<file path="config.mk">
export PLATFORM = sky130hd
export DESIGN_NAME = lef_pos_ctrl
export DESIGN_NICKNAME = d
export VERILOG_FILES = /design/src/hw/rtl/lef_pkg.sv /design/src/hw/rtl/lef_pos_ctrl.sv
export SDC_FILE = /design/constraint.sdc
export NUM_CORES = 1
export LEC_CHECK = 0
export BUFFER_PORTS_ARGS = -buffer_cell sky130_fd_sc_hd__buf_2
export CAP_MARGIN = 20
export CORE_UTILIZATION = 65
export CTS_CLUSTER_SIZE = 30
export DETAILED_ROUTE_END_ITERATION = 8
export MAX_ROUTING_LAYER = met4
export PLACE_DENSITY = 0.85
export SLEW_MARGIN = 40
export SYNTH_ARGS = -nofsm -noshare
export SYNTH_HDL_FRONTEND = slang
export SYNTH_SLANG_ARGS = --single-unit
</file>
<file path="constraint.sdc">
create_clock -name aclk -period 11.7 [get_ports aclk]
set_input_delay 1.755 -clock aclk [delete_from_list [all_inputs] [get_ports aclk]]
set_output_delay 1.755 -clock aclk [all_outputs]
set_load 0.01 [all_outputs]
</file>
<file path="src/hw/rtl/lef_pkg.sv">
package lef_pkg;

    // largest supported row length and derived line buffer address width
    localparam int MAX_WIDTH = 1024;
    localparam int ADDR_W    = $clog2(MAX_WIDTH);

    // frame geometry widths
    localparam int FW_W  = 11;
    localparam int FH_W  = 12;
    localparam int ROW_W = FH_W + 1;
    localparam int CH_W  = 8;
    localparam int PIX_W = 3 * CH_W;

    // configuration port
    localparam int CFG_IDX_W  = 8;
    localparam int CFG_DATA_W = FH_W;

    localparam logic [CFG_IDX_W-1:0] CFG_FRAME_WIDTH  = CFG_IDX_W'(0);
    localparam logic [CFG_IDX_W-1:0] CFG_FRAME_HEIGHT = CFG_IDX_W'(1);

    localparam logic [FW_W-1:0] FRAME_WIDTH_RST  = FW_W'(300);
    localparam logic [FH_W-1:0] FRAME_HEIGHT_RST = FH_W'(200);
    localparam logic [FW_W-1:0] MIN_WIDTH        = FW_W'(3);
    localparam logic [FW_W-1:0] MAX_WIDTH_V      = FW_W'(MAX_WIDTH);
    localparam logic [FH_W-1:0] MIN_HEIGHT       = FH_W'(3);

    // item kinds on the input tuser
    localparam logic KIND_PIXEL = 1'b0;
    localparam logic KIND_FLUSH = 1'b1;

    // position info for one item entering the filter pipeline
    typedef struct packed {
        logic              res;     // item releases a result
        logic              border;  // result pixel lies on the frame border
        logic              last;    // result pixel ends the frame
        logic [ADDR_W-1:0] col;     // line buffer column
    } pos_info_t;

    // 4*centre minus four neighbors, clamped to 0..255
    function automatic logic [CH_W-1:0] lap_chan(
        input logic [CH_W-1:0] c,
        input logic [CH_W-1:0] n,
        input logic [CH_W-1:0] s,
        input logic [CH_W-1:0] w,
        input logic [CH_W-1:0] e
    );
        logic signed [CH_W+2:0] v;
        logic [CH_W-1:0]        r;
        v = $signed({1'b0, c, 2'b00}) - $signed({3'b000, n}) - $signed({3'b000, s})
          - $signed({3'b000, w}) - $signed({3'b000, e});
        if (v < 0) begin
            r = '0;
        end else if (v > $signed((CH_W+3)'(255))) begin
            r = '1;
        end else begin
            r = v[CH_W-1:0];
        end
        return r;
    endfunction

endpackage

</file>
<file path="src/hw/rtl/lef_pos_ctrl.sv">
module lef_pos_ctrl
    import lef_pkg::*;
(
    input  logic                  aclk,
    input  logic                  aresetn,
    input  logic                  cfg_we,
    input  logic [CFG_IDX_W-1:0]  cfg_index,
    input  logic [CFG_DATA_W-1:0] cfg_data,
    input  logic                  item_acc,
    input  logic                  item_kind,
    output logic                  item_enter,
    output logic                  item_zero,
    output pos_info_t             info
);

    logic [FW_W-1:0]   frame_width_reg;
    logic [FH_W-1:0]   frame_height_reg;
    logic [ROW_W-1:0]  row_reg, row_next;
    logic [ADDR_W-1:0] col_reg, col_next;
    logic              primed_reg, primed_next;

    logic [FW_W-1:0]   w_eff;
    logic [FH_W-1:0]   h_eff;
    logic              in_frame;
    logic [ADDR_W-1:0] c;
    logic [FW_W-1:0]   c_inc;
    logic [ROW_W-1:0]  orow;
    logic [ADDR_W-1:0] ocol;
    logic              res;
    logic              last;

    // effective frame geometry
    always_comb begin
        if (frame_width_reg < MIN_WIDTH) begin
            w_eff = MIN_WIDTH;
        end else if (frame_width_reg > MAX_WIDTH_V) begin
            w_eff = MAX_WIDTH_V;
        end else begin
            w_eff = frame_width_reg;
        end
        h_eff = (frame_height_reg < MIN_HEIGHT) ? MIN_HEIGHT : frame_height_reg;
    end

    // position of the result released by this item
    always_comb begin
        in_frame = row_reg < {1'b0, h_eff};
        c        = ({1'b0, col_reg} >= w_eff) ? '0 : col_reg;
        if (c != '0) begin
            res  = row_reg >= ROW_W'(1);
            orow = row_reg - ROW_W'(1);
            ocol = c - ADDR_W'(1);
        end else begin
            res  = row_reg >= ROW_W'(2);
            orow = row_reg - ROW_W'(2);
            ocol = ADDR_W'(w_eff - FW_W'(1));
        end
        res  = res | primed_reg;
        last = res && (orow == {1'b0, h_eff} - ROW_W'(1))
                   && ({1'b0, ocol} == w_eff - FW_W'(1));
        info.res    = res;
        info.last   = last;
        info.col    = c;
        info.border = (orow == '0) || (orow >= {1'b0, h_eff} - ROW_W'(1))
                   || (ocol == '0) || ({1'b0, ocol} >= w_eff - FW_W'(1));
        // a flush inside the frame is swallowed
        item_enter = item_acc && !(in_frame && (item_kind == KIND_FLUSH));
        item_zero  = !in_frame;
    end

    // next position
    always_comb begin
        c_inc       = {1'b0, c} + FW_W'(1);
        row_next    = row_reg;
        col_next    = c + ADDR_W'(1);
        primed_next = primed_reg | res;
        if (c_inc >= w_eff) begin
            col_next = '0;
            row_next = row_reg + ROW_W'(1);
        end
        if (last) begin
            row_next    = '0;
            col_next    = '0;
            primed_next = 1'b0;
        end
    end

    // registers and frame counters
    always_ff @(posedge aclk) begin
        if (!aresetn) begin
            frame_width_reg  <= FRAME_WIDTH_RST;
            frame_height_reg <= FRAME_HEIGHT_RST;
            row_reg          <= '0;
            col_reg          <= '0;
            primed_reg       <= 1'b0;
        end else if (cfg_we) begin
            unique case (cfg_index)
                CFG_FRAME_WIDTH: begin
                    frame_width_reg <= cfg_data[FW_W-1:0];
                    row_reg         <= '0;
                    col_reg         <= '0;
                    primed_reg      <= 1'b0;
                end
                CFG_FRAME_HEIGHT: begin
                    frame_height_reg <= cfg_data;
                    row_reg          <= '0;
                    col_reg          <= '0;
                    primed_reg       <= 1'b0;
                end
                default: begin
                end
            endcase
        end else if (item_enter) begin
            row_reg    <= row_next;
            col_reg    <= col_next;
            primed_reg <= primed_next;
        end
    end

endmodule

</file>
=== Yosys cells after proc, flatten, opt, wreduce, memory -nomap -nowiden ===
Cells that the tools add are included.
Widths: inputs -> output; s select.

* Register bits after elaboration: 47
* Word-level logic and storage cells: 70
* Bits of input ports: 25

* $lt $le $gt $ge: 10
* Muxes and demuxes: 21
* Equal/unequal tests: 4
* Reductions and logical operators: 20
* $add $sub $neg: 8
* Bitwise gates (word level): 2

{| class="wikitable"
|+ Operators with widths
! operator !! number
|-
| $mux 13 || 6
|-
| $mux 10 || 7
|-
| $ge 10x11->1 || 2
|-
| $mux 11 || 2
|-
| $add 13x1->13 const B || 1
|-
| $eq 13x13->1 || 1
|-
| $ge 13x1->1 const B || 1
|-
| $ge 13x13->1 || 1
|-
| $ge 13x2->1 const B || 1
|-
| $logic_not 13->1 || 1
|-
| $lt 13x12->1 || 1
|-
| $sub 12x1->13 const B || 1
|-
| $sub 13x1->13 const B || 1
|-
| $sub 13x2->13 const B || 1
|-
| $lt 12x2->1 const B || 1
|-
| $mux 12 || 1
|-
| $add 10x1->11 const B || 1
|-
| $eq 10x11->1 || 1
|-
| $ge 11x11->1 || 1
|-
| $gt 11x11->1 const B || 1
|-
| $lt 11x2->1 const B || 1
|-
| $sub 11x1->11 const B || 1
|-
| $add 10x1->10 const B || 1
|-
| $logic_not 10->1 || 1
|-
| 15 further kinds || 28
|}

=== Depth between registers and ports, before layout ===
* Depth in word-level cells: 13
* Gate-level depth with buffers: 32

=== Worst setup path after synthesis ===
OpenSTA, ideal clock, no wires.

* Path kind: register to output
* From: register frame_width_reg[3]
* To: output port info[11] (netlist bit)
* Arrival: 5.710 ns
* Required time: 9.945 ns
* Buffers on the path: 1
* Slack: 4.235 ns
* Cell stages (with the launch flop): 30
* Cells stage by stage: dfxtp_1 -> or4_1 -> nor4_4 -> o21ai_0 -> inv_1 -> ha_1 -> nor2b_1 -> o21ai_0 -> a211oi_1 -> nand2b_1 -> clkbuf_1 -> and2_1 -> inv_1 -> ha_1 -> nor2b_1 -> nand2_1 -> or2_4 -> nand3_4 -> mux2i_2 -> or4_1 -> xnor2_1 -> ha_1 -> and3_1 -> nand3_1 -> or3_1 -> a21oi_1 -> o31ai_1 -> nand3_1 -> a31oi_1 -> o41ai_2

{| class="wikitable"
|+ RTL lines
! element !! line !! text
|-
| from (decl) || lef_pos_ctrl.sv:16 || <nowiki>logic [FW_W-1:0] frame_width_reg;</nowiki>
|-
| from (signal assigned) || lef_pos_ctrl.sv:98 || <nowiki>frame_width_reg <= cfg_data[FW_W-1:0];</nowiki>
|-
| to (decl) || lef_pos_ctrl.sv:13 || <nowiki>output pos_info_t info</nowiki>
|}

==> impl_summary.md <==
Run status
The flow ran to the end, and the final reports show no timing, DRC or antenna violations.

STA
The sum of negative setup slack is 0 ps. The clock skew after layout is 15.1 ps. For the pin with the worst max-slew slack, the measured transition is 806 ps.

Setup repair after global routing left no endpoint under its margin. The worst path uses 74.1% of the clock period. The final period demand of the worst path is 8660 ps. The number of hold-slack violations in the final timing report is 0.

The max-slew headroom at the worst pin is 46.1%. The total of endpoints with negative setup slack in the final report is 0. The final count of pins violating max slew is 0. Static timing analysis puts the maximum clock frequency at 0.115 GHz.

Drt
The via density per instance is 6.38. The highest layer touched by signal routing is met4. The first routing iteration left 359 violations. The length of routed met3 wiring is 1.00 mm. The number of remaining DRC errors is 0. Once detail routing completed, the nets flagged for antenna violations numbered 0. In the final routed layout, each cell accounts on average for 17.5 µm. The total length of routed met2 wires is 5.67 mm. Summed over all layers, the routed wires come to 12.9 mm.

The length of routed wiring on met1 is 6.02 mm. The first detailed-routing pass ran for 5 iterations. The detailed-route via count is 4724.

Pwr
The design draws 0.315 mW. For this design the static power due to leakage is 2.28 nW. In this run the power density over the cells is 61.6 nW/µm².

The maximum vdd ir drop is 0.0000476 V.

Synth
After synthesis, the largest family of logic cells by area is simple AND/OR/NAND/NOR gates. The synthesized netlist devotes 20.9% of its cell area to compound gates. Yosys printed 0 warnings. The share of async-settable or async-resettable flops after synthesis is 0%.

The total standard cell area after synthesis is 4810 µm². Summing the areas of all xor and xnor instances in the mapped netlist gives 6.73% of the synthesized area. The simple logic cell fraction of the synthesized area is 28.3%. The register bit total from synthesis is 47. Counting flops with a built-in enable in the synthesized netlist gives 0.

Of the total synthesized cell area, the portion taken by full adders, half adders and majority gates is 17.2%. In this run, distinct cell masters in the synthesized netlist total 72. The share of the yosys chip area belonging to registers is 19.5%. The portion of synthesized area spent on multiplexers is 1.12%. The post-synthesis cell count is 622. The synthesized net count is 713.

A synthesized cell averages 7.74 µm². The most used flip-flop cell after synthesis is dfxtp_1.

GRT
Entering global routing, the biggest net connects 21 pins. The total global-route track usage is 35.2%. After global routing the overflow that remains totals 0. The number of antenna violations at the first check in global routing is 0.

The number of global-route vias before repair is 4184. The first global-routing pass estimated 20.4 mm of wire.

Clock tree
The later pin in the worst-skew pair is clocked with a latency of 320 ps. The clock-pin slew on the worst setup and hold paths is 100 ps. For this design, the sink count on the clock tree is 47.

The number of H-tree levels is 2. The post-CTS setup buffer count is 0. The number of clock buffers inserted by TritonCTS is 5. Once the clock tree was built, the resizer swapped 0 gates to a different size. The number of buffers inserted by hold repair at cts is 0. TritonCTS built the clock tree.

The buffer levels on the longest clock path is 2. The tree is rooted in a clkbuf_8.

Worst hold path
The end point of the most critical hold path is frame_height_reg[8]. The instance count along the most critical hold path is 2. The min-delay analysis places its worst path in the category flip-flop to flip-flop. The startpoint of the lowest-slack hold path is frame_height_reg[8].

Die
The core region is 7210 µm². Once the floorplan was initialized, standard cells occupied 66.7% of the core. The area of the die is 7750 µm².

For this design the top-level I/O count stands at 40. The count of standard-cell rows is 31. The die is 88.1 µm tall. The floorplan die width is 88.1 µm.

Layout
The flip-flop count of the largest register after layout is 13. The post-layout net count is 731. The filler cell count is 638. The most common cell after layout, fill and taps aside is nand2_1. 0 antenna diodes ended up in the layout. The fraction of layout cells with a size suffix above 1 is 11.7%. Leaving out fill and tap cells, the most frequent cells in the layout are nand2_1 (91), ha_1 (66), dfxtp_1 (47). The signed area change from the synthesized netlist to the final layout is 6.39%.

Critical path
The critical path class is flip-flop to output port. STA puts the critical path data required time at 9950 ps. The reg-to-reg critical path endpoint is row_reg[3]. The worst setup path is captured at an output port. The arrival time at the worst endpoint is 6910 ps. The element type at the critical path start is a flip-flop. Across all register-to-register paths, the minimum setup slack is 4500 ps.

The reg-to-reg startpoint is frame_width_reg[4]. Of all nets on the critical path, the largest fanout is 19. Measured in cells, the most critical reg-to-reg path has a length of 28.

Placement
The estimated wirelength of the detail-placed design is 10.4 mm. The number of buffer cells added on primary ports is 39. The last weighted congestion value of the routability-driven placer is 1.02.

Flow run
Across the run, the number of max-cap violations was 0.
[cell usage after synthesis, types with 9 or more instances]
cell | number | share of area, %
nor2b_1 | 12 | 1.6
inv_1 | 37 | 2.9
nand3_1 | 30 | 3.1
dfxtp_1 | 47 | 20
a21o_1 | 10 | 1.6
nand4_1 | 9 | 1.2
a22o_1 | 16 | 2.9
nor2_1 | 45 | 3.5
a21oi_1 | 33 | 3.4
xnor2_1 | 29 | 5.3
ha_1 | 66 | 17
nand2_1 | 91 | 7.1
o21ai_0 | 13 | 1.4
clkbuf_1 | 12 | 0.94
and3_1 | 11 | 1.4
nor3_1 | 16 | 1.7
[where the power goes]
group / internal (mW) / switching (mW) / leakage [nW]
logic: 0.0104 / 0.0153 / 1.85
registers: 0.160 / 0.000413 / 0.379
clock network: 0.0645 / 0.0646 / 0.0548
total: 0.235 / 0.0803 / 2.28
[through the flow]
step | hold slack [ps] | setup slack, ps | area (µm²) | utilization [%] | std cells
4_1_cts | 513 | 3110 | 5120 | 71.0 | 740
6_report | 519 | 3040 | 5120 | 71.0 | 740
3_5_place_dp | 498 | 3490 | 5000 | 69.4 | 732
3_3_place_gp | 487 | 3710 | 4990 | 69.1 | 732
2_1_floorplan | 449 | 4240 | 4810 | - | 622
5_1_grt | 537 | 2510 | 5120 | 71.0 | 740
[cell type report]
| class | instances | area (µm²) | area share (%) |
|---|---|---|---|
| inverter | 39 | 146 | 2.86 |
| timing repair buffer | 40 | 203 | 3.96 |
| clock inverter | 3 | 46.3 | 0.904 |
| sequential | 47 | 941 | 18.4 |
| tap | 99 | 124 | 2.42 |
| clock buffer | 5 | 68.8 | 1.34 |
| multi-input combinational | 507 | 3590 | 70.1 |
[routing by layer]
| layer | up-vias | global-route usage, % |
|---|---|---|
| met5 | - | - |
| met4 | 0 | 7.92 |
| met3 | 26 | 6.50 |
| met2 | 200 | 52.9 |
| met1 | 2223 | 48.7 |
| li1 | 2275 | - |
[critical path, stage by stage, from the launching register on]
cell and delay, ps:
dfxtp_1 370, or4_1 600, nor4_4 350, o21ai_0 260, inv_1 130, ha_1 230, nor2b_1 110, o21ai_0 140
a211oi_1 360, nand2b_1 380, and2_1 230, inv_1 60, ha_1 280, nor2b_1 190, nand2_1 120, or2_4 160
nand3_4 210, mux2i_2 270, or4_1 430, xnor2_1 160, ha_1 310, and3_1 150, nand3_1 100, nor3_1 380
nand3_1 200, a21oi_4 240, buf_2 170
[cells by family after synthesis]
family,count (synthesis)
fa+ha+maj,66
compound gates,137
buf+inv,68
flops,47
xor+xnor,37
simple gates,262
mux,5
[how the worst max path moves through the flow]
stage	start	end	slack [ps]	depth (start not counted)
floorplan	frame_width_reg[3]	info[11]	4240	29
global placement	frame_width_reg[3]	info[11]	3710	29
detailed placement	frame_width_reg[4]	info[11]	3490	29
CTS	frame_width_reg[4]	info[11]	3110	29
global route	frame_width_reg[4]	info[11]	2510	30
finish	frame_width_reg[4]	info[10]	3040	26
Power figures use the tool's default switching activity.
