## config.mk

```make
export PLATFORM = sky130hd
export DESIGN_NAME = lef_kernel
export DESIGN_NICKNAME = d
export VERILOG_FILES = /design/src/hw/rtl/lef_pkg.sv /design/src/hw/rtl/lef_kernel.sv
export SDC_FILE = /design/constraint.sdc
export NUM_CORES = 1
export LEC_CHECK = 0
export BUFFER_PORTS_ARGS = -buffer_cell sky130_fd_sc_hd__buf_4
export CORE_UTILIZATION = 52
export DETAILED_ROUTE_END_ITERATION = 10
export PLACE_DENSITY = 0.95
export SYNTH_ARGS = -nofsm -noshare
export SYNTH_HDL_FRONTEND = slang
export SYNTH_SLANG_ARGS = --single-unit
```

## constraint.sdc

```tcl
create_clock -name vclk -period 9.9
set_input_delay 2.475 -clock vclk [all_inputs]
set_output_delay 2.475 -clock vclk [all_outputs]
set_load 0.01 [all_outputs]
```

## src/hw/rtl/lef_pkg.sv

```systemverilog
package lef_pkg;

    // largest supported row length and derived line buffer address width
    localparam int MAX_WIDTH = 1024;
    localparam int ADDR_W    = $clog2(MAX_WIDTH);

    // frame geometry widths
    localparam int FW_W  = 11;
    localparam int FH_W  = 12;
    localparam int ROW_W = FH_W + 1;
    localparam int CH_W  = 8;
    localparam int PIX_W = 3 * CH_W;

    // configuration port
    localparam int CFG_IDX_W  = 8;
    localparam int CFG_DATA_W = FH_W;

    localparam logic [CFG_IDX_W-1:0] CFG_FRAME_WIDTH  = CFG_IDX_W'(0);
    localparam logic [CFG_IDX_W-1:0] CFG_FRAME_HEIGHT = CFG_IDX_W'(1);

    localparam logic [FW_W-1:0] FRAME_WIDTH_RST  = FW_W'(300);
    localparam logic [FH_W-1:0] FRAME_HEIGHT_RST = FH_W'(200);
    localparam logic [FW_W-1:0] MIN_WIDTH        = FW_W'(3);
    localparam logic [FW_W-1:0] MAX_WIDTH_V      = FW_W'(MAX_WIDTH);
    localparam logic [FH_W-1:0] MIN_HEIGHT       = FH_W'(3);

    // item kinds on the input tuser
    localparam logic KIND_PIXEL = 1'b0;
    localparam logic KIND_FLUSH = 1'b1;

    // position info for one item entering the filter pipeline
    typedef struct packed {
        logic              res;     // item releases a result
        logic              border;  // result pixel lies on the frame border
        logic              last;    // result pixel ends the frame
        logic [ADDR_W-1:0] col;     // line buffer column
    } pos_info_t;

    // 4*centre minus four neighbors, clamped to 0..255
    function automatic logic [CH_W-1:0] lap_chan(
        input logic [CH_W-1:0] c,
        input logic [CH_W-1:0] n,
        input logic [CH_W-1:0] s,
        input logic [CH_W-1:0] w,
        input logic [CH_W-1:0] e
    );
        logic signed [CH_W+2:0] v;
        logic [CH_W-1:0]        r;
        v = $signed({1'b0, c, 2'b00}) - $signed({3'b000, n}) - $signed({3'b000, s})
          - $signed({3'b000, w}) - $signed({3'b000, e});
        if (v < 0) begin
            r = '0;
        end else if (v > $signed((CH_W+3)'(255))) begin
            r = '1;
        end else begin
            r = v[CH_W-1:0];
        end
        return r;
    endfunction

endpackage

```

## src/hw/rtl/lef_kernel.sv

```systemverilog
module lef_kernel
    import lef_pkg::*;
(
    input  logic             border,
    input  logic [PIX_W-1:0] ctr_pix,
    input  logic [PIX_W-1:0] north_pix,
    input  logic [PIX_W-1:0] south_pix,
    input  logic [PIX_W-1:0] west_pix,
    input  logic [PIX_W-1:0] east_pix,
    output logic [PIX_W-1:0] out_pix
);

    // per channel laplacian, border pixels pass through
    always_comb begin
        out_pix = ctr_pix;
        if (!border) begin
            for (int k = 0; k < 3; k++) begin
                out_pix[k*CH_W +: CH_W] = lap_chan(ctr_pix[k*CH_W +: CH_W],
                                                   north_pix[k*CH_W +: CH_W],
                                                   south_pix[k*CH_W +: CH_W],
                                                   west_pix[k*CH_W +: CH_W],
                                                   east_pix[k*CH_W +: CH_W]);
            end
        end
    end

endmodule

```

After elaboration in Yosys (flattened, before gate mapping):

Cells that the tools add are included.
W data, S select, Z words.

* input bits: 121
* output and inout port bits: 24
* logic and storage cells: 25
* flip-flop bits (word level): 0

* magnitude comparators: 6
* add/subtract/negate cells: 12
* muxes and demuxes: 7

Operator list (number)
* $sub A11 B9 Y11: 9
* $mux W8: 6
* $gt A11 B9 Y1 const B: 3
* $lt A11 B1 Y1 const B: 3
* $sub A10 B8 Y11: 3
* $mux W24: 1

Longest topological paths before layout:

Gate-level depths: netlist of the first run.

* word-level depth: 8
* mapped depth: 14
* depth with buffers taken out: 14

Least setup slack after synthesis of the first run:

OpenSTA, ideal clock, no wires.

* kind: input-to-output
* from: in north_pix[6]
* to: out out_pix[0]
* buffers on the path: 0
* required time: 7.425 ns
* slack: 1.409 ns
* arrival time: 6.016 ns
* stages on the path: 13
* path through: inv_1 fa_1 inv_1 fa_1 fa_1 inv_1 ha_1 and2_4 and3_4 a221o_1 or3_4 a221oi_4 a221oi_1

* longest elaborated chain between the ends: 8
* elaborated cells on any way between the ends: 9

RTL lines
* start: declaration: line lef_kernel.sv:6 `input logic [PIX_W-1:0] north_pix,`
* $sub A10 B8 Y11 (*): line lef_pkg.sv:49 `v = $signed({1'b0, c, 2'b00}) - $signed({3'b000, n}) - $signed({3'b000, s})`
* $sub A11 B9 Y11 (*): line lef_pkg.sv:49
* $sub A11 B9 Y11 (*) (2 in series): line lef_pkg.sv:50 `- $signed({3'b000, w}) - $signed({3'b000, e});`
* $gt A11 B9 Y1: line lef_pkg.sv:53 `end else if (v > $signed((CH_W+3)'(255))) begin`
* $mux W8: line lef_pkg.sv:53
* $mux W8 (*): line lef_pkg.sv:51 `if (v < 0) begin`
* $mux W24 (*): line lef_kernel.sv:16 `if (!border) begin`
* end: declaration: line lef_kernel.sv:10 `output logic [PIX_W-1:0] out_pix`

Mark *: on every way between the ends. The rest lies on a longest branch, timed or not.

Worst setup path in the final report of the first run:

* from: in north_pix[6]
* to: out out_pix[2]

The elaborated chain is that of the path after synthesis.

==> results of run 1 <==
[layer usage]
layer  wire [um]  track usage  part of all wire  vias up
met5           0            0                 0        -
li1            -            -                 -     1700
met3         539       0.0173             0.060       14
met4         119       0.0424             0.013        0
met1        3470        0.284              0.39     1669
met2        4780        0.481              0.54      150
[worst max-delay path by stage]
stage / from / to / slack [ns] / cells after the start
after CTS: north_pix[6] / out_pix[5] / 0.95 / 15
after global routing: north_pix[6] / out_pix[2] / 0.79 / 15
after detailed placement: north_pix[6] / out_pix[2] / 0.95 / 15
after floorplan: north_pix[6] / out_pix[0] / 1.41 / 13
final: north_pix[6] / out_pix[2] / 0.90 / 15
after global placement: north_pix[6] / out_pix[0] / 1.06 / 15
[final cells by class]
| class | count | area, sq um | share of cell area |
|---|---|---|---|
| multi-input combinational | 278 | 3000 | 0.616 |
| timing repair buffer | 145 | 1090 | 0.223 |
| inverter | 177 | 664 | 0.136 |
| tap | 96 | 120 | 0.0246 |
[stage by stage]
stage / setup slack (ns) / std cells / cell area (sq um) / hold slack, ns / power, uW
after floorplan: 1.41 / 459 / 3680 / 5.09 / 591
after global placement: 1.06 / 696 / 4870 / 5.29 / 791
after detailed placement: 0.953 / 696 / 4870 / 5.29 / 837
after CTS: 0.949 / 696 / 4870 / 5.29 / 845
after global routing: 0.786 / 696 / 4870 / 5.31 / 950
final: 0.899 / 696 / 4870 / 5.29 / 854
[worst max-delay path, delay by kind of cell]
family	cells	cell delay [ns]
fa+ha+maj	4	1.88
compound gates	3	1.03
simple gates	3	0.70
buf+inv	5	0.44
[power groups by stage]
| stage | Clock [uW] | Combinational, uW | Sequential [uW] |
|---|---|---|---|
| floorplan | 0 | 591 | 0 |
| global placement | 0 | 791 | 0 |
| detailed placement | 0 | 837 | 0 |
| CTS | 0 | 845 | 0 |
| global route | 0 | 950 | 0 |
| finish | 0 | 854 | 0 |
[cells in the final DEF (no fill, tap or decap), drive strengths merged, types with 7 or more instances in the layout]
cell type / Yosys / final
buf: 0 / 145
a22oi: 8 / 8
a221oi: 9 / 9
xnor2: 10 / 10
a21oi: 16 / 16
xor2: 7 / 7
o21ai: 12 / 12
ha: 39 / 39
nand2: 25 / 25
o311a: 8 / 8
nor2: 7 / 7
inv: 177 / 177
fa: 69 / 69
[cell families (layout without fill, tap and decap cells)]
family / after synthesis / in the layout / synth area share
XOR/XNOR: 17 / 17 / 0.0405
AND/OR/NAND/NOR: 65 / 65 / 0.0891
buffers and inverters: 181 / 322 / 0.185
adder cells (fa/ha/maj): 108 / 108 / 0.508
AO/OA/AOI/OAI: 86 / 86 / 0.172
multiplexers: 2 / 2 / 0.00544
==> summary.md, run 1 <==
| Metric | Value |
|---|---|
| Final worst path period need | `9.00 ns` |
| Internal power contribution | `386 uW` |
| Worst hold stages | `4` |
| Nets | `831` |
| Setup TNS | `0 ns` |
| P_leak | `0.00290 uW` |
| Worst Max-Slew Pin Slew | `0.825 ns` |
| Clock tree buffer count of the final layout | `0` |
| Setup violation total in the final timing report | `0` |
| Classification of the worst setup path | `primary input to output pin` |
| Cell type of the slowest stage on the worst timing path | `sky130_fd_sc_hd__fa_1` |
| Post-synthesis instance area | `0.00368 sq mm` |
| # fillers | `512` |
| Outcome | `completed` |
| Post-synthesis cell type with the largest combined area | `sky130_fd_sc_hd__fa_1` |
| Drt via density | `5.08` |
| Most numerous cell in the Yosys netlist | `sky130_fd_sc_hd__inv_1` |
| Number of core rows | `30` |
| Detailed placement HPWL | `7830 um` |
| Worst Path Arrival | `6.53 ns` |
| Core Region | `0.00683 sq mm` |
| Max Transition Viols Final | `0` |
| VDD IR max | `0.0963 mV` |
| Number of I/O port buffers | `145` |
| Share of synthesized area occupied by flip-flops and latches | `0` |
| Largest driver fanout on the critical path | `8` |
| Unrepaired setup endpoints after global routing | `no` |
| Number of global-route vias before repair | `3687` |
| Footprint of the flip-flops and latches | `0 sq um` |
| Largest net degree at the start of global routing | `33` |
| First-pass GRT wire length | `14900 um` |
| Cells after synthesis | `459` |
| Power density over cell area | `175 mW/mm^2` |
| Worst hold path endpoint | `out_pix[21]` |
| Synth cell count leaders | `sky130_fd_sc_hd__inv_1, sky130_fd_sc_hd__fa_1, sky130_fd_sc_hd__ha_1` |
| Synthesized netlist net count | `688` |
| Count of different cell masters after synthesis | `49` |
| Worst Hold Class | `primary input to output pin` |
| Number of top-level design ports | `145` |
| Number of routed nets with antenna violations | `0` |
| First-iteration detailed-routing DRC count | `131` |
| Area delta synth->final | `32.4%` |
| Area enclosed by the die boundary | `0.00742 sq mm` |
| Maximum clock rate | `111 MHz` |
| Post-CTS setup buffer count | `0` |
| Switching part of the total | `0.549` |
| Critical path required time | `7.43 ns` |
| Initial Utilization | `0.539` |
| Avg Inst Size Synth | `8.02 sq um` |
| Number of remaining DRC errors | `0` |
| Max incr delay on CP | `0.52 ns` |
| Max-cap check violation count | `0` |
| Top cells by area in the synthesized netlist | `sky130_fd_sc_hd__fa_1, sky130_fd_sc_hd__inv_1, sky130_fd_sc_hd__ha_1` |
| Total gr overflow | `0` |
| Kind of start point of the critical path | `primary input` |
| RD Place Congestion | `0.839` |
| Final Hold Fails | `0` |
| Post-route clock period utilization | `0.909` |
| # resized after CTS | `0` |
| Startpoint of the worst hold path | `ctr_pix[21]` |
| Top cell type's share of synthesized area | `0.375` |
| Vias after detailed routing | `3533` |
| Share of power burned in the clock network | `0` |
| Routed length per instance | `12.8 um` |
| Finished Core Util | `0.713` |
| Antenna violations before repair | `0` |
| Aggregate global-route resource usage | `0.242` |
| Net switching component of the power | `469 uW` |
| Tightest slew margin relative to the limit | `0.447` |
| Die height | `86.1 um` |
| Seq cells | `0` |
| Combinational share of power | `1.000` |
| Kind of end point of the critical path | `output pin` |
| Post-cts hold buffer count | `0` |
| Cells along the critical path | `buf_4 > inv_1 > fa_1 > inv_1 > fa_1 > fa_1 > inv_1 > ha_1 > and2_4 > and3_4 > a221o_1 > or3_4 > a221oi_4 > a221oi_1 > buf_4` |
| Die boundary width | `86.1 um` |
| Flop pwr share | `0` |
| Fraction of layout cells with a size suffix above 1 | `0.248` |
| Drt total wl | `8910 um` |
| Drt first pass iters | `4` |
| Total inserted antenna cells | `0` |
| Warning count from the yosys run | `0` |
Note: power is estimated with default switching activity, not from simulation.
==> run 2: changes to the inputs <==
==> constraint.sdc (replaced) <==
create_clock -name vclk -period 9.9
set_input_delay 1.485 -clock vclk [all_inputs]
set_output_delay 1.485 -clock vclk [all_outputs]
set_load 0.01 [all_outputs]
==> summary.md, run 2 (same netlist as run 1, synthesis figures left out) <==
| Metric | Value |
|---|---|
| Vias after detailed routing | `3564 (+0.88%)` |
| Classification of the worst setup path | `primary input to output pin` |
| Footprint of the flip-flops and latches | `0 sq um (unchanged)` |
| Max incr delay on CP | `0.53 ns (about the same)` |
| Die height | `86.1 um (unchanged)` |
| VDD IR max | `0.0938 mV (-2.6%)` |
| Post-cts hold buffer count | `0 (unchanged)` |
| Outcome | `completed` |
| P_leak | `0.00290 uW (unchanged)` |
| Drt via density | `5.12 (+0.88%)` |
| Maximum clock rate | `142 MHz (+28%)` |
| Number of core rows | `30 (unchanged)` |
| Cell type of the slowest stage on the worst timing path | `sky130_fd_sc_hd__fa_1` |
| Worst Path Arrival | `5.54 ns (-0.99 ns)` |
| Number of remaining DRC errors | `0 (unchanged)` |
| Share of power burned in the clock network | `0 (unchanged)` |
| Setup TNS | `0 ns (unchanged)` |
| Drt first pass iters | `4 (unchanged)` |
| Unrepaired setup endpoints after global routing | `no` |
| Critical path required time | `8.42 ns (+0.99 ns)` |
| Buffers & Inverters on Critical Path | `5 (unchanged)` |
| Kind of start point of the critical path | `primary input` |
| Worst hold path endpoint | `out_pix[21]` |
| Multi-input combinational cell area | `0.00300 sq mm (unchanged)` |
| Largest driver fanout on the critical path | `8 (unchanged)` |
| Most common library cell in the layout ignoring fill and taps | `sky130_fd_sc_hd__inv_1` |
| Seq cells | `0 (unchanged)` |
| Critical path launch point | `north_pix[6]` |
| Number of top-level design ports | `145 (unchanged)` |
| Commonest non-fill, non-tap cells in the layout | `sky130_fd_sc_hd__inv_1, sky130_fd_sc_hd__buf_4, sky130_fd_sc_hd__fa_1, sky130_fd_sc_hd__ha_1, sky130_fd_sc_hd__nand2_1` |
| Number of global-route vias before repair | `3777 (+2.4%)` |
| Tightest slew margin relative to the limit | `0.424 (-0.0233)` |
| Die boundary width | `86.1 um (unchanged)` |
| Setup violation total in the final timing report | `0 (unchanged)` |
| Largest net degree at the start of global routing | `33 (unchanged)` |
| Final Hold Fails | `0 (unchanged)` |
| RD Place Congestion | `0.838 (about the same)` |
| Worst Hold Class | `primary input to output pin` |
| Core Region | `0.00683 sq mm (unchanged)` |
| Routed length per instance | `12.8 um (-0.21%)` |
| Detailed placement HPWL | `7880 um (+0.68%)` |
| Post-CTS setup buffer count | `0 (unchanged)` |
| CP delay by family, top | `adder cells` |
| Final worst path period need | `7.03 ns (-1.97 ns)` |
| Post-route clock period utilization | `0.710 (-0.199)` |
| Cell Area, Placed | `0.00487 sq mm (unchanged)` |
| Power density over cell area | `175 mW/mm^2 (-0.36%)` |
| Nets | `831 (unchanged)` |
| Combinational share of power | `1.000 (about the same)` |
| First-pass GRT wire length | `15300 um (+2.5%)` |
| Switching part of the total | `0.548 (-0.000767)` |
| Area enclosed by the die boundary | `0.00742 sq mm (unchanged)` |
| Max Transition Viols Final | `0 (unchanged)` |
| Number of routed nets with antenna violations | `0 (unchanged)` |
| Number of placed instances, taps included | `696 (unchanged)` |
| First-iteration detailed-routing DRC count | `122 (-6.9%)` |
| Clock tree buffer count of the final layout | `0 (unchanged)` |
| Initial Utilization | `0.539 (unchanged)` |
| Fin area | `0.00487 sq mm (unchanged)` |
| # fillers | `540 (+5.5%)` |
| Fraction of layout cells with a size suffix above 1 | `0.248 (unchanged)` |
| Net switching component of the power | `466 uW (-0.50%)` |
| Worst hold stages | `4 (unchanged)` |
| Kind of end point of the critical path | `output pin` |
| Aggregate global-route resource usage | `0.245 (+0.00339)` |
| Total inserted antenna cells | `0 (unchanged)` |
| Drt total wl | `8890 um (-0.21%)` |
| Antenna violations before repair | `0 (unchanged)` |
| Total gr overflow | `0 (unchanged)` |
| Startpoint of the worst hold path | `ctr_pix[21]` |
| Flop pwr share | `0 (unchanged)` |
| Cells along the critical path | `buf_4 > inv_1 > fa_1 > inv_1 > fa_1 > fa_1 > inv_1 > ha_1 > and2_4 > and3_4 > a221o_1 > or3_4 > a221oi_4 > a221oi_1 > buf_4` |
| Finished Core Util | `0.713 (unchanged)` |
| Number of I/O port buffers | `145 (unchanged)` |
| Area delta synth->final | `32.4% (unchanged)` |
| Internal power contribution | `385 uW (-0.19%)` |
| # resized after CTS | `0 (unchanged)` |
| Final standard cell count with taps included and fillers excluded | `696 (unchanged)` |
| Worst Max-Slew Pin Slew | `0.860 ns (+0.0347 ns)` |
| Max-cap check violation count | `0 (unchanged)` |
## run 2: routing by layer
| layer | wire, um | track usage | vias to the layer above |
|---|---|---|---|
| li1 | - | - | 1708 |
| met1 | 3500 | 0.286 | 1719 |
| met2 | 4890 | 0.500 | 131 |
| met3 | 445 | 0.0125 | 6 |
| met4 | 53 | 0.0303 | 0 |
| met5 | 0 | 0 | - |
## run 2: final cells by class
cell class	count	area share
multi-input combinational	278	0.616
timing repair buffer	145	0.223
inverter	177	0.136
tap	96	0.0246
## run 2: through the flow
| stage | total power [uW] | setup WS [ns] | hold WS (ns) |
|---|---|---|---|
| 6_report | 851 | 2.87 | 3.32 |
| 5_1_grt | 952 | 2.71 | 3.33 |
| 4_1_cts | 843 | 2.88 | 3.31 |
| 3_5_place_dp | 837 | 2.89 | 3.31 |
| 3_3_place_gp | 792 | 3.04 | 3.31 |
| 2_1_floorplan | 591 | 3.39 | 3.11 |
## run 2: power groups by stage
| stage | Combinational [uW] | Clock (uW) | Sequential (uW) |
|---|---|---|---|
| finish | 851 | 0 | 0 |
| global route | 952 | 0 | 0 |
| CTS | 843 | 0 | 0 |
| detailed placement | 837 | 0 | 0 |
| global placement | 792 | 0 | 0 |
| floorplan | 591 | 0 | 0 |
## run 2: worst max-delay path by stage
stage | end | slack (ns) | cells past startpoint
global placement | out_pix[0] | 3.04 | 15
global route | out_pix[2] | 2.71 | 15
finish | out_pix[2] | 2.87 | 15
detailed placement | out_pix[2] | 2.89 | 15
floorplan | out_pix[0] | 3.39 | 13
CTS | out_pix[2] | 2.88 | 15
## run 2: worst min-delay path, cell delays in order
cell,delay [ns]
sky130_fd_sc_hd__buf_4,0.09
sky130_fd_sc_hd__a22oi_1,0.07
sky130_fd_sc_hd__nand2_1,0.08
sky130_fd_sc_hd__buf_4,0.12
==> run 3: changes to the inputs <==
ABC_AREA = 1   (was not set)
CORE_UTILIZATION = 48   (was 52)
PLACE_DENSITY = 0.91   (was 0.95)
clock period = 5.8 ns   (was 9.9 ns; I/O delays follow)
==> summary.md, run 3 <==
| Metric | Value |
|---|---|
| Setup TNS | `0 ns (unchanged)` |
| Setup violation total in the final timing report | `0 (unchanged)` |
| # resized after CTS | `0 (unchanged)` |
| Kind of start point of the critical path | `primary input` |
| Area delta synth->final | `30.1%` |
| Tightest slew margin relative to the limit | `0.773 (+0.349)` |
| Die boundary width | `93.5 um (+8.6%)` |
| Routed length per instance | `10.3 um (-19%)` |
| Post-synthesis cell type with the largest combined area | `sky130_fd_sc_hd__fa_1` |
| Warning count from the yosys run | `0 (unchanged)` |
| Number of core rows | `33 (+10%)` |
| Worst Hold Class | `primary input to output pin` |
| Number of global-route vias before repair | `4020 (+6.4%)` |
| Count of different cell masters after synthesis | `28 (-43%)` |
| Seq cells | `0 (unchanged)` |
| Worst Max-Slew Pin Slew | `0.339 ns (-0.521 ns)` |
| Drt first pass iters | `4 (unchanged)` |
| Detail Route met3 WL | `483 um (+8.5%)` |
| Die height | `93.5 um (+8.6%)` |
| Post-CTS setup buffer count | `0 (unchanged)` |
| Area enclosed by the die boundary | `0.00875 sq mm (+18%)` |
| Post-cts hold buffer count | `0 (unchanged)` |
| Worst hold stages | `4 (unchanged)` |
| First-iteration detailed-routing DRC count | `72 (-41%)` |
| Total inserted antenna cells | `0 (unchanged)` |
| Met2 layer wire length in the routed design | `4720 um (-3.6%)` |
| Number of routed nets with antenna violations | `0 (unchanged)` |
| Outcome | `completed` |
| Detailed placement HPWL | `8050 um (+2.2%)` |
| Uppermost layer routed | `met4` |
| Total gr overflow | `0 (unchanged)` |
| Startpoint of the worst hold path | `ctr_pix[9]` |
| Final Hold Fails | `0 (unchanged)` |
| Clock tree buffer count of the final layout | `0 (unchanged)` |
| Final worst path period need | `4.99 ns` |
| Vias after detailed routing | `3925 (+10%)` |
| Most numerous cell in the Yosys netlist | `sky130_fd_sc_hd__inv_1` |
| Critical path required time | `4.93 ns (-3.49 ns)` |
| Largest driver fanout on the critical path | `6 (-2)` |
| Unrepaired setup endpoints after global routing | `no` |
| Commonest non-fill, non-tap cells in the layout | `sky130_fd_sc_hd__inv_1, sky130_fd_sc_hd__nand2_1, sky130_fd_sc_hd__buf_4, sky130_fd_sc_hd__fa_1, sky130_fd_sc_hd__ha_1` |
| Antenna violations before repair | `0 (unchanged)` |
| Kind of end point of the critical path | `output pin` |
| Drt via density | `4.59 (-10%)` |
| Share of synthesized area occupied by flip-flops and latches | `0 (unchanged)` |
| Top cells by area in the synthesized netlist | `sky130_fd_sc_hd__fa_1, sky130_fd_sc_hd__inv_1, sky130_fd_sc_hd__nand2_1` |
| Critical path launch point | `north_pix[11]` |
| Aggregate global-route resource usage | `0.211 (-0.0348)` |
| Top cell type's share of synthesized area | `0.344 (-0.0318)` |
| Largest net degree at the start of global routing | `26 (-21%)` |
| Met1 Wirelength | `3490 um (about the same)` |
| Maximum clock rate | `200 MHz` |
| VDD IR max | `0.173 mV (+84%)` |
| Capturing element of the worst setup path | `out_pix[14]` |
| Fraction of layout cells with a size suffix above 1 | `0.217 (-0.0313)` |
| Drt total wl | `8820 um (-0.83%)` |
| Initial Utilization | `0.492 (-0.0469)` |
| Number of remaining DRC errors | `0 (unchanged)` |
| Avg Inst Size Synth | `6.60 sq um (-18%)` |
| Max-cap check violation count | `0 (unchanged)` |
| Most common library cell in the layout ignoring fill and taps | `sky130_fd_sc_hd__inv_1` |
| Post-synthesis instance area | `0.00402 sq mm (+9.2%)` |
| Classification of the worst setup path | `primary input to output pin` |
| Synth cell count leaders | `sky130_fd_sc_hd__inv_1, sky130_fd_sc_hd__nand2_1, sky130_fd_sc_hd__fa_1` |
| Core Region | `0.00818 sq mm (+20%)` |
| Finished Core Util | `0.640 (-0.0738)` |
| Cells after synthesis | `609 (+33%)` |
| P_leak | `0.00335 uW (+16%)` |
| Number of I/O port buffers | `145 (unchanged)` |
| First-pass GRT wire length | `15500 um (+1.1%)` |
| Number of top-level design ports | `145 (unchanged)` |
| Synthesized netlist net count | `838 (+22%)` |
| Worst Path Arrival | `4.12 ns (-1.42 ns)` |
| Max Transition Viols Final | `0 (unchanged)` |
| Post-route clock period utilization | `0.860` |
| RD Place Congestion | `0.858 (+2.4%)` |
| Power density over cell area | `297 mW/mm^2 (+70%)` |
| Nets | `982 (+18%)` |
| Footprint of the flip-flops and latches | `0 sq um (unchanged)` |
## run 3: kinds of logic (layout without fill, tap and decap cells)
family / count (synthesis) / in the layout / synth area share
AND/OR/NAND/NOR: 235 / 235 / 0.249
buffers and inverters: 220 / 362 / 0.207
adder cells (fa/ha/maj): 108 / 108 / 0.465
AO/OA/AOI/OAI: 30 / 30 / 0.0442
XOR/XNOR: 16 / 16 / 0.0349
## run 3: layout make-up
type | count | area, sq um
tap | 105 | 131
inverter | 217 | 821
multi-input combinational | 389 | 3190
fill | 730 | 2950
timing repair buffer | 145 | 1090
## run 3: metrics by stage
step | area [sq um] | total power, uW | worst slack [ns] | hold slack (ns) | cells
2_1_floorplan | 4020 | 1150 | 1.24 | 1.86 | 609
3_3_place_gp | 5230 | 1500 | 0.867 | 2.03 | 856
3_5_place_dp | 5230 | 1540 | 0.822 | 2.03 | 856
4_1_cts | 5230 | 1550 | 0.806 | 2.03 | 856
5_1_grt | 5230 | 1770 | 0.546 | 2.04 | 856
6_report | 5230 | 1550 | 0.810 | 2.03 | 856
## run 3: how the worst min path moves through the flow
stage	end	slack, ns
after floorplan	out_pix[20]	1.86
after global placement	out_pix[21]	2.03
after detailed placement	out_pix[9]	2.03
after CTS	out_pix[9]	2.03
after global routing	out_pix[20]	2.04
final	out_pix[9]	2.03
## run 3: where the power goes
group | total, uW | switching, uW | internal (uW)
combinational | 1550 | 896 | 657
sequential | 0 | 0 | 0
clock | 0 | 0 | 0
## run 3: worst max-delay path, cell delays in order
cell and delay, ns:
sky130_fd_sc_hd__buf_4 0.08, sky130_fd_sc_hd__inv_1 0.04, sky130_fd_sc_hd__fa_1 0.53, sky130_fd_sc_hd__inv_1 0.05, sky130_fd_sc_hd__fa_1 0.48, sky130_fd_sc_hd__fa_1 0.52
sky130_fd_sc_hd__inv_1 0.04, sky130_fd_sc_hd__ha_1 0.36, sky130_fd_sc_hd__or2_0 0.26, sky130_fd_sc_hd__nand3_1 0.12, sky130_fd_sc_hd__nand3_1 0.08, sky130_fd_sc_hd__nand2_1 0.08
sky130_fd_sc_hd__nand3_2 0.11, sky130_fd_sc_hd__nand2_2 0.14, sky130_fd_sc_hd__nand2_1 0.07, sky130_fd_sc_hd__nand2_1 0.09, sky130_fd_sc_hd__nand2_1 0.06, sky130_fd_sc_hd__buf_4 0.14
## run 3: per-layer routing
layer | vias up | GRT usage
li1 | 2008 | -
met1 | 1786 | 0.232
met2 | 117 | 0.433
met3 | 14 | 0.0195
met4 | 0 | 0.0346
met5 | - | 0
